[src/design/bmstfp_pkg.sv]
// ----------------------------------------------------------------------------
// bmstfp_pkg
// Shared constants, types and decode helpers for the battery-monitor
// telemetry frame parser.
// ----------------------------------------------------------------------------
`default_nettype none

package bmstfp_pkg;

  // sync pair and trailer bytes
  localparam logic [7:0] SYNC0 = 8'h3A;
  localparam logic [7:0] SYNC1 = 8'h16;
  localparam logic [7:0] TRL0  = 8'h0D;
  localparam logic [7:0] TRL1  = 8'h0A;

  // frame ids
  localparam logic [7:0] ID_CELL  = 8'h24;
  localparam logic [7:0] ID_SUM   = 8'h2A;
  localparam logic [7:0] ID_STAT  = 8'h25;
  localparam logic [7:0] ID_EXT   = 8'h2B;
  localparam logic [7:0] ID_SHORT = 8'h10;

  // byte count holds 0 .. longest frame (36)
  localparam int unsigned CNT_W = 6;

  // frame lengths
  localparam logic [CNT_W-1:0] LEN_CELL  = 6'd36;
  localparam logic [CNT_W-1:0] LEN_STD   = 6'd32;
  localparam logic [CNT_W-1:0] LEN_SHORT = 6'd15;
  localparam logic [CNT_W-1:0] LEN_NONE  = 6'd0;

  // positions inside the frame
  localparam logic [CNT_W-1:0] POS_SYNC1 = 6'd1;
  localparam logic [CNT_W-1:0] POS_ID    = 6'd2;
  localparam logic [CNT_W-1:0] POS_BODY  = 6'd3;
  localparam logic [CNT_W-1:0] POS_CELL0 = 6'd4;

  // result item fields
  localparam int unsigned IDX_W = 4;
  localparam int unsigned VAL_W = 17;
  localparam int unsigned SUM_COUNT = 10;

  // frame_kind codes
  localparam logic KIND_SUM  = 1'b0;
  localparam logic KIND_CELL = 1'b1;

  // summary item indexes
  localparam logic [IDX_W-1:0] SIDX_PACK_MV  = 4'd0;
  localparam logic [IDX_W-1:0] SIDX_CURRENT  = 4'd1;
  localparam logic [IDX_W-1:0] SIDX_TEMP0    = 4'd2;
  localparam logic [IDX_W-1:0] SIDX_TEMP1    = 4'd3;
  localparam logic [IDX_W-1:0] SIDX_TEMP2    = 4'd4;
  localparam logic [IDX_W-1:0] SIDX_TEMP3    = 4'd5;
  localparam logic [IDX_W-1:0] SIDX_MAH      = 4'd6;
  localparam logic [IDX_W-1:0] SIDX_SOC      = 4'd7;
  localparam logic [IDX_W-1:0] SIDX_SOH      = 4'd8;
  localparam logic [IDX_W-1:0] SIDX_CYCLES   = 4'd9;

  // defaults for the top-level parameters
  localparam int unsigned BUFFER_DEPTH_DEF = 64;
  localparam int unsigned CELL_COUNT_DEF   = 14;

  // frame complete event from the receive side to the emitter
  typedef struct packed {
    logic start;
    logic kind;
  } frame_evt_t;

  // frame length for an id, zero for an unknown id
  function automatic logic [CNT_W-1:0] id_length(input logic [7:0] id);
    logic [CNT_W-1:0] len;
    unique case (id)
      ID_CELL:  len = LEN_CELL;
      ID_SUM:   len = LEN_STD;
      ID_STAT:  len = LEN_STD;
      ID_EXT:   len = LEN_STD;
      ID_SHORT: len = LEN_SHORT;
      default:  len = LEN_NONE;
    endcase
    return len;
  endfunction

  // byte position of the low byte of a summary quantity
  function automatic logic [CNT_W-1:0] sum_pos(input logic [IDX_W-1:0] idx);
    logic [CNT_W-1:0] pos;
    unique case (idx)
      SIDX_PACK_MV: pos = 6'd8;
      SIDX_CURRENT: pos = 6'd10;
      SIDX_TEMP0:   pos = 6'd12;
      SIDX_TEMP1:   pos = 6'd13;
      SIDX_TEMP2:   pos = 6'd14;
      SIDX_TEMP3:   pos = 6'd15;
      SIDX_MAH:     pos = 6'd16;
      SIDX_SOC:     pos = 6'd24;
      SIDX_SOH:     pos = 6'd25;
      SIDX_CYCLES:  pos = 6'd26;
      default:      pos = 6'd8;
    endcase
    return pos;
  endfunction

  // summary quantities that span two bytes
  function automatic logic sum_wide(input logic [IDX_W-1:0] idx);
    return (idx == SIDX_PACK_MV) || (idx == SIDX_CURRENT) || (idx == SIDX_MAH);
  endfunction

endpackage

`default_nettype wire

[src/design/bmstfp_frame_mem.sv]
// ----------------------------------------------------------------------------
// bmstfp_frame_mem
// Frame byte store: one write port, one read port, registered read data.
// ----------------------------------------------------------------------------
`default_nettype none

module bmstfp_frame_mem #(
  parameter int unsigned DEPTH  = 64,
  parameter int unsigned ADDR_W = $clog2(DEPTH)
) (
  input  wire logic              clk_i,
  input  wire logic              wr_en_i,
  input  wire logic [ADDR_W-1:0] wr_addr_i,
  input  wire logic [7:0]        wr_data_i,
  input  wire logic              rd_en_i,
  input  wire logic [ADDR_W-1:0] rd_addr_i,
  output logic      [7:0]        rd_data_o
);

  logic [7:0] mem [DEPTH];

  // write port
  always_ff @(posedge clk_i) begin
    if (wr_en_i) begin
      mem[wr_addr_i] <= wr_data_i;
    end
  end

  // read port, data held between reads
  always_ff @(posedge clk_i) begin
    if (rd_en_i) begin
      rd_data_o <= mem[rd_addr_i];
    end
  end

endmodule

`default_nettype wire

[src/design/bmstfp_rx.sv]
// ----------------------------------------------------------------------------
// bmstfp_rx
// Receive side: sync hunt, id decode, byte count, store writes and trailer
// check. Raises a frame event when a good summary or cell frame completes.
// ----------------------------------------------------------------------------
`default_nettype none

module bmstfp_rx
  import bmstfp_pkg::*;
(
  input  wire logic             clk_i,
  input  wire logic             rst_ni,
  input  wire logic             in_valid_i,
  output logic                  in_ready_o,
  input  wire logic [7:0]       rx_byte_i,
  input  wire logic             busy_i,
  output logic                  wr_en_o,
  output logic      [CNT_W-1:0] wr_addr_o,
  output logic      [7:0]       wr_data_o,
  output frame_evt_t            evt_o
);

  logic [CNT_W-1:0] cnt_q, cnt_d;
  logic [CNT_W-1:0] len_q, len_d;
  logic [7:0]       id_q, id_d;
  logic [7:0]       prev_q;
  logic             acc;
  logic [CNT_W-1:0] cnt_inc;
  logic             emits;

  // no new byte while the emitter reads the store
  assign in_ready_o = !busy_i;
  assign acc        = in_valid_i && in_ready_o;
  assign cnt_inc    = cnt_q + CNT_W'(1);
  assign emits      = (id_q == ID_SUM) || (id_q == ID_CELL);

  assign wr_addr_o = cnt_q;
  assign wr_data_o = rx_byte_i;

  // frame tracking; frames never exceed 36 bytes, so the store cannot fill
  always_comb begin
    cnt_d     = cnt_q;
    len_d     = len_q;
    id_d      = id_q;
    wr_en_o   = 1'b0;
    evt_o     = '0;
    if (acc) begin
      priority if (cnt_q == '0) begin
        if (rx_byte_i == SYNC0) begin
          wr_en_o = 1'b1;
          cnt_d   = cnt_inc;
        end
      end else if (cnt_q == POS_SYNC1) begin
        if (rx_byte_i == SYNC1) begin
          wr_en_o = 1'b1;
          cnt_d   = cnt_inc;
        end else begin
          cnt_d = '0;
        end
      end else if (cnt_q == POS_ID) begin
        wr_en_o = 1'b1;
        id_d    = rx_byte_i;
        len_d   = id_length(rx_byte_i);
        cnt_d   = (id_length(rx_byte_i) == LEN_NONE) ? '0 : POS_BODY;
      end else begin
        wr_en_o = 1'b1;
        if (cnt_inc == len_q) begin
          cnt_d      = '0;
          evt_o.start = (prev_q == TRL0) && (rx_byte_i == TRL1) && emits;
          evt_o.kind  = (id_q == ID_CELL) ? KIND_CELL : KIND_SUM;
        end else begin
          cnt_d = cnt_inc;
        end
      end
    end
  end

  // byte count
  always_ff @(posedge clk_i or negedge rst_ni) begin
    if (!rst_ni) begin
      cnt_q <= '0;
    end else begin
      cnt_q <= cnt_d;
    end
  end

  // frame id, length and previous byte
  always_ff @(posedge clk_i) begin
    id_q  <= id_d;
    len_q <= len_d;
    if (acc) begin
      prev_q <= rx_byte_i;
    end
  end

`ifndef SYNTHESIS
  // inside a frame body the count stays below the frame length
  assert property (@(posedge clk_i) disable iff (!rst_ni)
    (cnt_q >= POS_BODY) |-> (cnt_q < len_q))
    else $error("byte count ran past frame length");

  // a completed frame restarts the hunt
  assert property (@(posedge clk_i) disable iff (!rst_ni)
    evt_o.start |=> (cnt_q == '0))
    else $error("byte count not cleared after frame");
`endif

endmodule

`default_nettype wire

[src/design/bmstfp_emit.sv]
// ----------------------------------------------------------------------------
// bmstfp_emit
// Result sequencer: walks the quantities of a finished frame, reads their
// bytes from the store and loads the output register.
// ----------------------------------------------------------------------------
`default_nettype none

module bmstfp_emit
  import bmstfp_pkg::*;
#(
  parameter int unsigned CELL_COUNT = CELL_COUNT_DEF
) (
  input  wire logic                    clk_i,
  input  wire logic                    rst_ni,
  input  wire frame_evt_t              evt_i,
  output logic                         busy_o,
  output logic                         rd_en_o,
  output logic             [CNT_W-1:0] rd_addr_o,
  input  wire logic        [7:0]       rd_data_i,
  output logic                         out_valid_o,
  input  wire logic                    out_ready_i,
  output logic                         frame_kind_o,
  output logic             [IDX_W-1:0] item_index_o,
  output logic signed      [VAL_W-1:0] item_value_o,
  output logic                         last_item_o
);

  typedef enum logic [3:0] {
    ST_IDLE = 4'b0001,
    ST_LO   = 4'b0010,
    ST_HI   = 4'b0100,
    ST_VAL  = 4'b1000
  } emit_state_e;

  emit_state_e      state_q, state_d;
  logic             kind_q, kind_d;
  logic [IDX_W-1:0] idx_q, idx_d;
  logic [7:0]       lo_q;
  logic             out_valid_q;
  logic [CNT_W-1:0] pos;
  logic             wide;
  logic             last;
  logic             slot_free;
  logic             load;
  logic [7:0]       hi_byte;
  logic             sign_bit;

  // byte position and shape of the current quantity
  assign pos  = (kind_q == KIND_CELL)
              ? POS_CELL0 + CNT_W'({idx_q, 1'b0})
              : sum_pos(idx_q);
  assign wide = (kind_q == KIND_CELL) || sum_wide(idx_q);
  assign last = (kind_q == KIND_CELL)
              ? (idx_q == IDX_W'(CELL_COUNT - 1))
              : (idx_q == IDX_W'(SUM_COUNT - 1));

  assign slot_free = !out_valid_q || out_ready_i;
  assign load      = (state_q == ST_VAL) && slot_free;
  assign busy_o    = (state_q != ST_IDLE);

  // value assembly; only the current is sign-extended
  assign hi_byte  = wide ? rd_data_i : 8'h00;
  assign sign_bit = (kind_q == KIND_SUM) && (idx_q == SIDX_CURRENT) && rd_data_i[7];

  // sequencer
  always_comb begin
    state_d   = state_q;
    kind_d    = kind_q;
    idx_d     = idx_q;
    rd_en_o   = 1'b0;
    rd_addr_o = pos;
    unique case (state_q)
      ST_IDLE: begin
        if (evt_i.start) begin
          kind_d  = evt_i.kind;
          idx_d   = '0;
          state_d = ST_LO;
        end
      end
      ST_LO: begin
        rd_en_o = 1'b1;
        state_d = ST_HI;
      end
      ST_HI: begin
        rd_en_o   = 1'b1;
        rd_addr_o = pos + CNT_W'(1);
        state_d   = ST_VAL;
      end
      ST_VAL: begin
        if (slot_free) begin
          if (last) begin
            state_d = ST_IDLE;
          end else begin
            idx_d   = idx_q + IDX_W'(1);
            state_d = ST_LO;
          end
        end
      end
      default: state_d = ST_IDLE;
    endcase
  end

  always_ff @(posedge clk_i or negedge rst_ni) begin
    if (!rst_ni) begin
      state_q     <= ST_IDLE;
      out_valid_q <= 1'b0;
    end else begin
      state_q <= state_d;
      if (load) begin
        out_valid_q <= 1'b1;
      end else if (out_ready_i) begin
        out_valid_q <= 1'b0;
      end
    end
  end

  // item position and low byte
  always_ff @(posedge clk_i) begin
    kind_q <= kind_d;
    idx_q  <= idx_d;
    if (state_q == ST_HI) begin
      lo_q <= rd_data_i;
    end
  end

  // output register
  always_ff @(posedge clk_i) begin
    if (load) begin
      frame_kind_o <= kind_q;
      item_index_o <= idx_q;
      item_value_o <= $signed({sign_bit, hi_byte, lo_q});
      last_item_o  <= last;
    end
  end

  assign out_valid_o = out_valid_q;

`ifndef SYNTHESIS
  // a frame event only arrives while the sequencer is free
  assert property (@(posedge clk_i) disable iff (!rst_ni)
    evt_i.start |-> (state_q == ST_IDLE))
    else $error("frame event while emitter busy");

  // loading the final item ends the sequence
  assert property (@(posedge clk_i) disable iff (!rst_ni)
    (load && last) |=> (state_q == ST_IDLE) && out_valid_o && last_item_o)
    else $error("sequence did not end on final item");

  // summary items never exceed the last summary index
  assert property (@(posedge clk_i) disable iff (!rst_ni)
    (out_valid_o && (frame_kind_o == KIND_SUM)) |-> (item_index_o <= SIDX_CYCLES))
    else $error("summary index out of range");
`endif

endmodule

`default_nettype wire

[src/design/bms_telemetry_frame_parser.sv]
// ----------------------------------------------------------------------------
// bms_telemetry_frame_parser
// Battery-monitor telemetry frame parser: collects sync-framed byte frames in
// a byte store and emits summary quantities or cell voltages per frame.
// ----------------------------------------------------------------------------
//
//   channel | direction | handshake               | payload
//   --------+-----------+-------------------------+-----------------------------
//   in      | input     | in_valid_i / in_ready_o | rx_byte_i
//   out     | output    | out_valid_o/out_ready_i | frame_kind_o, item_index_o,
//           |           |                         | item_value_o, last_item_o
//
// A byte is taken every cycle while no frame is being emitted.
// After a good summary or cell frame, the sequencer steps through each result
// in order (low byte read, high byte read, load) for every summary quantity or
// cell, and in_ready_o stays low until the last result is loaded.
// A stalled output holds the sequencer in place; the last result of a frame
// may wait in the output register while the next frame's bytes come in.
// Reset clears the byte count and the sequencer; the store needs no clearing.
// ----------------------------------------------------------------------------
`default_nettype none

module bms_telemetry_frame_parser
  import bmstfp_pkg::*;
#(
  parameter int unsigned BUFFER_DEPTH = BUFFER_DEPTH_DEF,
  parameter int unsigned CELL_COUNT   = CELL_COUNT_DEF
) (
  input  wire logic                    clk_i,
  input  wire logic                    rst_ni,
  input  wire logic                    in_valid_i,
  output logic                         in_ready_o,
  input  wire logic        [7:0]       rx_byte_i,
  output logic                         out_valid_o,
  input  wire logic                    out_ready_i,
  output logic                         frame_kind_o,
  output logic             [IDX_W-1:0] item_index_o,
  output logic signed      [VAL_W-1:0] item_value_o,
  output logic                         last_item_o
);

  localparam int unsigned ADDR_W = $clog2(BUFFER_DEPTH);

  logic             busy;
  logic             wr_en;
  logic [CNT_W-1:0] wr_pos;
  logic [7:0]       wr_data;
  logic             rd_en;
  logic [CNT_W-1:0] rd_pos;
  logic [7:0]       rd_data;
  frame_evt_t       evt;

  // receive side
  bmstfp_rx u_rx (
    .clk_i      (clk_i),
    .rst_ni     (rst_ni),
    .in_valid_i (in_valid_i),
    .in_ready_o (in_ready_o),
    .rx_byte_i  (rx_byte_i),
    .busy_i     (busy),
    .wr_en_o    (wr_en),
    .wr_addr_o  (wr_pos),
    .wr_data_o  (wr_data),
    .evt_o      (evt)
  );

  // frame byte store; writes and reads never overlap since input is held
  // off while the sequencer reads
  bmstfp_frame_mem #(
    .DEPTH  (BUFFER_DEPTH),
    .ADDR_W (ADDR_W)
  ) u_mem (
    .clk_i     (clk_i),
    .wr_en_i   (wr_en),
    .wr_addr_i (ADDR_W'(wr_pos)),
    .wr_data_i (wr_data),
    .rd_en_i   (rd_en),
    .rd_addr_i (ADDR_W'(rd_pos)),
    .rd_data_o (rd_data)
  );

  // result sequencer and output register
  bmstfp_emit #(
    .CELL_COUNT (CELL_COUNT)
  ) u_emit (
    .clk_i        (clk_i),
    .rst_ni       (rst_ni),
    .evt_i        (evt),
    .busy_o       (busy),
    .rd_en_o      (rd_en),
    .rd_addr_o    (rd_pos),
    .rd_data_i    (rd_data),
    .out_valid_o  (out_valid_o),
    .out_ready_i  (out_ready_i),
    .frame_kind_o (frame_kind_o),
    .item_index_o (item_index_o),
    .item_value_o (item_value_o),
    .last_item_o  (last_item_o)
  );

endmodule

`default_nettype wire

[config.mk]
export PLATFORM = sky130hd
export DESIGN_NAME = bms_telemetry_frame_parser
export DESIGN_NICKNAME = d
export VERILOG_FILES = /design/src/design/bmstfp_pkg.sv /design/src/design/bmstfp_frame_mem.sv /design/src/design/bmstfp_rx.sv /design/src/design/bmstfp_emit.sv /design/src/design/bms_telemetry_frame_parser.sv
export SDC_FILE = /design/constraint.sdc
export NUM_CORES = 1
export LEC_CHECK = 0
export ABC_AREA = 1
export BUFFER_PORTS_ARGS = -buffer_cell sky130_fd_sc_hd__buf_2
export CAP_MARGIN = 25
export CORE_UTILIZATION = 55
export CTS_CLUSTER_SIZE = 10
export DETAILED_ROUTE_END_ITERATION = 10
export HOLD_SLACK_MARGIN = 0.06
export PLACE_DENSITY = 0.71
export SYNTH_ARGS = -nofsm -noshare
export SYNTH_HDL_FRONTEND = slang
export SYNTH_SLANG_ARGS = --single-unit
[constraint.sdc]
create_clock -name clk_i -period 3.3 [get_ports clk_i]
set_input_delay 0.165 -clock clk_i [delete_from_list [all_inputs] [get_ports clk_i]]
set_output_delay 0.165 -clock clk_i [all_outputs]
set_load 0.02 [all_outputs]
==> results.md <==
- CTS resizes: 0
- CTS root buffer: clkbuf_16
- Synth Area in XOR/XNOR: 0.102%
- Worst relative slew slack: 41.6%
- Initial antenna violation count: 2
- Clock transition at the registers of the reported paths: 0.05 ns
- Drc violations: 0
- Synth unique cells: 39
- Drt wl/cell: 22.7 um
- First-pass GRT wire length: 94000 um
- Slowest CP cell: dfrtp_1
- Chip Height: 213 um
- CTS H-tree depth: 3
- Die ar.: 0.0454 mm^2
- GR Util met1: 39.2%
- Via density: 5.97
- Synthesized-area fraction occupied by adder cells: 0.613%
- Vias in the first global route: 15600
- Routed Antenna Nets: 0
- Hold path start: rx_byte_i[6]
- HP Class: input pin to flip-flop
- Worst Path Max Fanout: 51
- Vias post-DR: 16400
- Share of layout cells above drive strength 1: 13.7%
- P_leak: 10.0 nW
- Simple-Gate Fraction of Synth Area: 11.4%
- Cell Rows: 76
- Area leader, netlist: edfxtp_1
- Starting Density: 56.3%
- Worst hold slack: 0.0778 ns
- Placed Instances: 2647
- Largest net degree at the start of global routing: 69
- Post-synthesis mux area share: 0%
- Min-Delay Endpoint: u_rx.len_q[5]
- DR pass1 iterations: 5
- Main combinational cell family by area after synthesis: simple AND/OR/NAND/NOR gates
- Total Power: 22.1 mW
- Total negative slack: 0 ns
- Worst Setup Path Type: flip-flop to flip-flop
- Die X: 213 um
- Post-Route WL: 62300 um
- M2 GR Usage: 44.0%
- Worst IR Drop VDD: 0.538 mV
- Max-cap violations: 0
- All-Layer GR Usage: 28.4%
- RR Startpoint: u_emit.state_q[3]
- Hold path depth: 4
- Final Util: 64.6%
- Min cycle time layout: 3.01 ns
- Share of the synthesized area in the top cell type: 70.5%
- Commonest non-fill, non-tap cell in the layout: edfxtp_1
- Crit. Startpoint: u_emit.state_q[3]
- Flop-to-flop setup slack: 0.29 ns
- Gr busiest metal: met2
- Critical Path Max Stage Delay: 0.38 ns
- Sequential share of the synthesized area: 72.1%
- Synthesized area per cell: 12.2 um^2
- F_max: 332 MHz
- Reg2Reg Capture Point: u_mem.rd_data_o[7]
- Bufs on Longest Clock Path: 3
- PD cells: 786 mW/mm^2
- TritonCTS clock tree: built
- Crit path DAT: 3.37 ns
- CP endpoint kind: flip-flop
- Largest cells by area after synthesis: edfxtp_1, o21ai_0, nor2_1, nand3_1, o211ai_1
- Most frequent cells in the layout: edfxtp_1, nor2_1, o21ai_0, nand3_1, inv_1
- P&R area growth vs syn: 14.7%
- Compound-Gate Fraction of Synth Area: 10.8%
- Clock Skew: 0.0212 ns
- Synth warn: 0
- Worst path cell trace: inv_1 > nand2_1 > nor2_4 > inv_2 > nand2_1 > nand2_8 > buf_12 > buf_12 > buf_4 > o21ai_0 > o211ai_1 > nand3_1 > nand3_1 > nand3_1 > nand2_1
- Synthesized cell area: 0.0245 mm^2
- Final setup vio count: 0
- Num CTS Buffers: 69
- GRT overflow: 0
- RSZ-0062 raised after global routing: false
- Setup crit start kind: flip-flop
- I/O Pins: 37
- Max-slew violation count: 0
- CP top delay family: simple AND/OR/NAND/NOR gates
- Bufs and invs on worst path: 5
- Status: completed
- Core Footprint: 0.0435 mm^2
- Nets: 2164
- Worst Path Required: 3.65 ns
- DP HPWL: 38300 um
- I/O Buffers: 36
- GPL Wtd Cong: 0.883
- Clock Sink Count: 591
- Worst-margin pin slew: 0.875 ns
- Final non-filler cell total: 2745
- GR met3 Demand/Resource: 5.94%
- Final hold vios: 0
- Post-Syn Nets: 2025
- Period Utilization, post-route: 91.3%
- R2R depth: 15
- Post-Syn Instances: 2001
- N_diodes: 0
- Skew-Pair Late Insertion Delay: 0.59 ns
- Detailed Route Iter0 Violations: 2072
- #FFs+latches synth: 591
[power breakdown]
part / switching, mW / leakage (nW) / internal (mW)
logic: 4.62 / 3.73 / 2.03
registers: 0.158 / 5.37 / 8.60
clock network: 2.73 / 0.929 / 3.93
total: 7.51 / 10.0 / 14.6
[layer usage]
| layer | share of wire [%] | vias to the layer above | wire [um] |
|---|---|---|---|
| met4 | 3.9 | 4 | 2400 |
| met5 | 0.042 | - | 26 |
| met1 | 40 | 7963 | 25000 |
| met2 | 47 | 819 | 29400 |
| li1 | - | 7473 | - |
| met3 | 8.7 | 133 | 5410 |
[state kept, by name (all words and copies together), names as in the netlist, 3 cells and up, named ones only]
name	flops
u_rx.wr_addr_o	6
u_emit.item_index_o	4
u_emit.lo_q	8
u_emit.item_value_o	17
u_mem.mem	512
u_rx.len_q	3
u_mem.rd_data_o	8
u_emit.idx_q	4
u_emit.state_q	4
u_rx.prev_q	8
u_rx.id_q	8
[tightest hold or removal path: stages]
cell and delay (ns):
buf_2 0.11, nor4_1 0.09, nand2_1 0.07, nand2_1 0.06
[stage by stage]
step / area, um^2 / setup WS (ns)
after CTS: 28100 / 0.337
after global placement: 26100 / 0.348
after global routing: 28100 / 0.0938
final: 28100 / 0.288
after floorplan: 24500 / 0.254
after detailed placement: 26100 / 0.324
[synth_stat cells]
cell type / count
nand2_1: 108
dfrtp_1: 10
nand3b_1: 1
nand2_2: 7
nor2_1: 260
nor3b_1: 1
inv_1: 183
dfstp_2: 1
nor2_4: 1
nand3_2: 2
clkbuf_1: 41
o21ai_1: 5
edfxtp_1: 575
a311oi_1: 1
buf_1: 5
clkinv_1: 1
o211ai_1: 111
nand2_4: 1
a22oi_1: 2
xor2_1: 1
buf_4: 2
ha_1: 12
dfxtp_1: 5
nand4_1: 19
xor2_2: 1
or2_2: 17
nor2_2: 3
o21a_1: 1
nand3_4: 1
nor4_1: 10
o21ai_0: 248
o21ai_2: 4
clkbuf_2: 2
a21oi_1: 94
nor3_1: 8
nand3_1: 189
buf_6: 2
buf_2: 58
inv_2: 8
[cells by family (layout without fill, tap and decap cells)]
family,count (synthesis),after routing
AO/OA/AOI/OAI,466,466
XOR/XNOR,2,2
adder cells (fa/ha/maj),12,12
AND/OR/NAND/NOR,628,628
buffers and inverters,302,461
flip-flops,591,591
[worst max path at each step]
stage	end	slack (ns)	cells after the start
global route	u_mem.rd_data_o[7]	0.09	15
global placement	u_mem.mem[30][1]	0.35	10
detailed placement	u_mem.rd_data_o[7]	0.32	15
finish	u_mem.rd_data_o[7]	0.29	15
floorplan	u_mem.mem[56][0]	0.25	8
CTS	u_mem.rd_data_o[7]	0.34	15
[final cells by class]
| type | count | area, um^2 |
|---|---|---|
| sequential | 591 | 17600 |
| multi-input combinational | 1108 | 5650 |
| fill | 3241 | 15400 |
| timing repair buffer | 178 | 1440 |
| clock inverter | 8 | 81.3 |
| clock buffer | 83 | 1820 |
| inverter | 192 | 723 |
| tap | 585 | 732 |
[timing repair]
action / CTS / global route
hold buffers: 7 / 0
hold endpoints to repair: 23 / 0
setup endpoints to repair: 0 / 0
buffers inserted: 0 / 0
(Power assumes the default switching activity.)
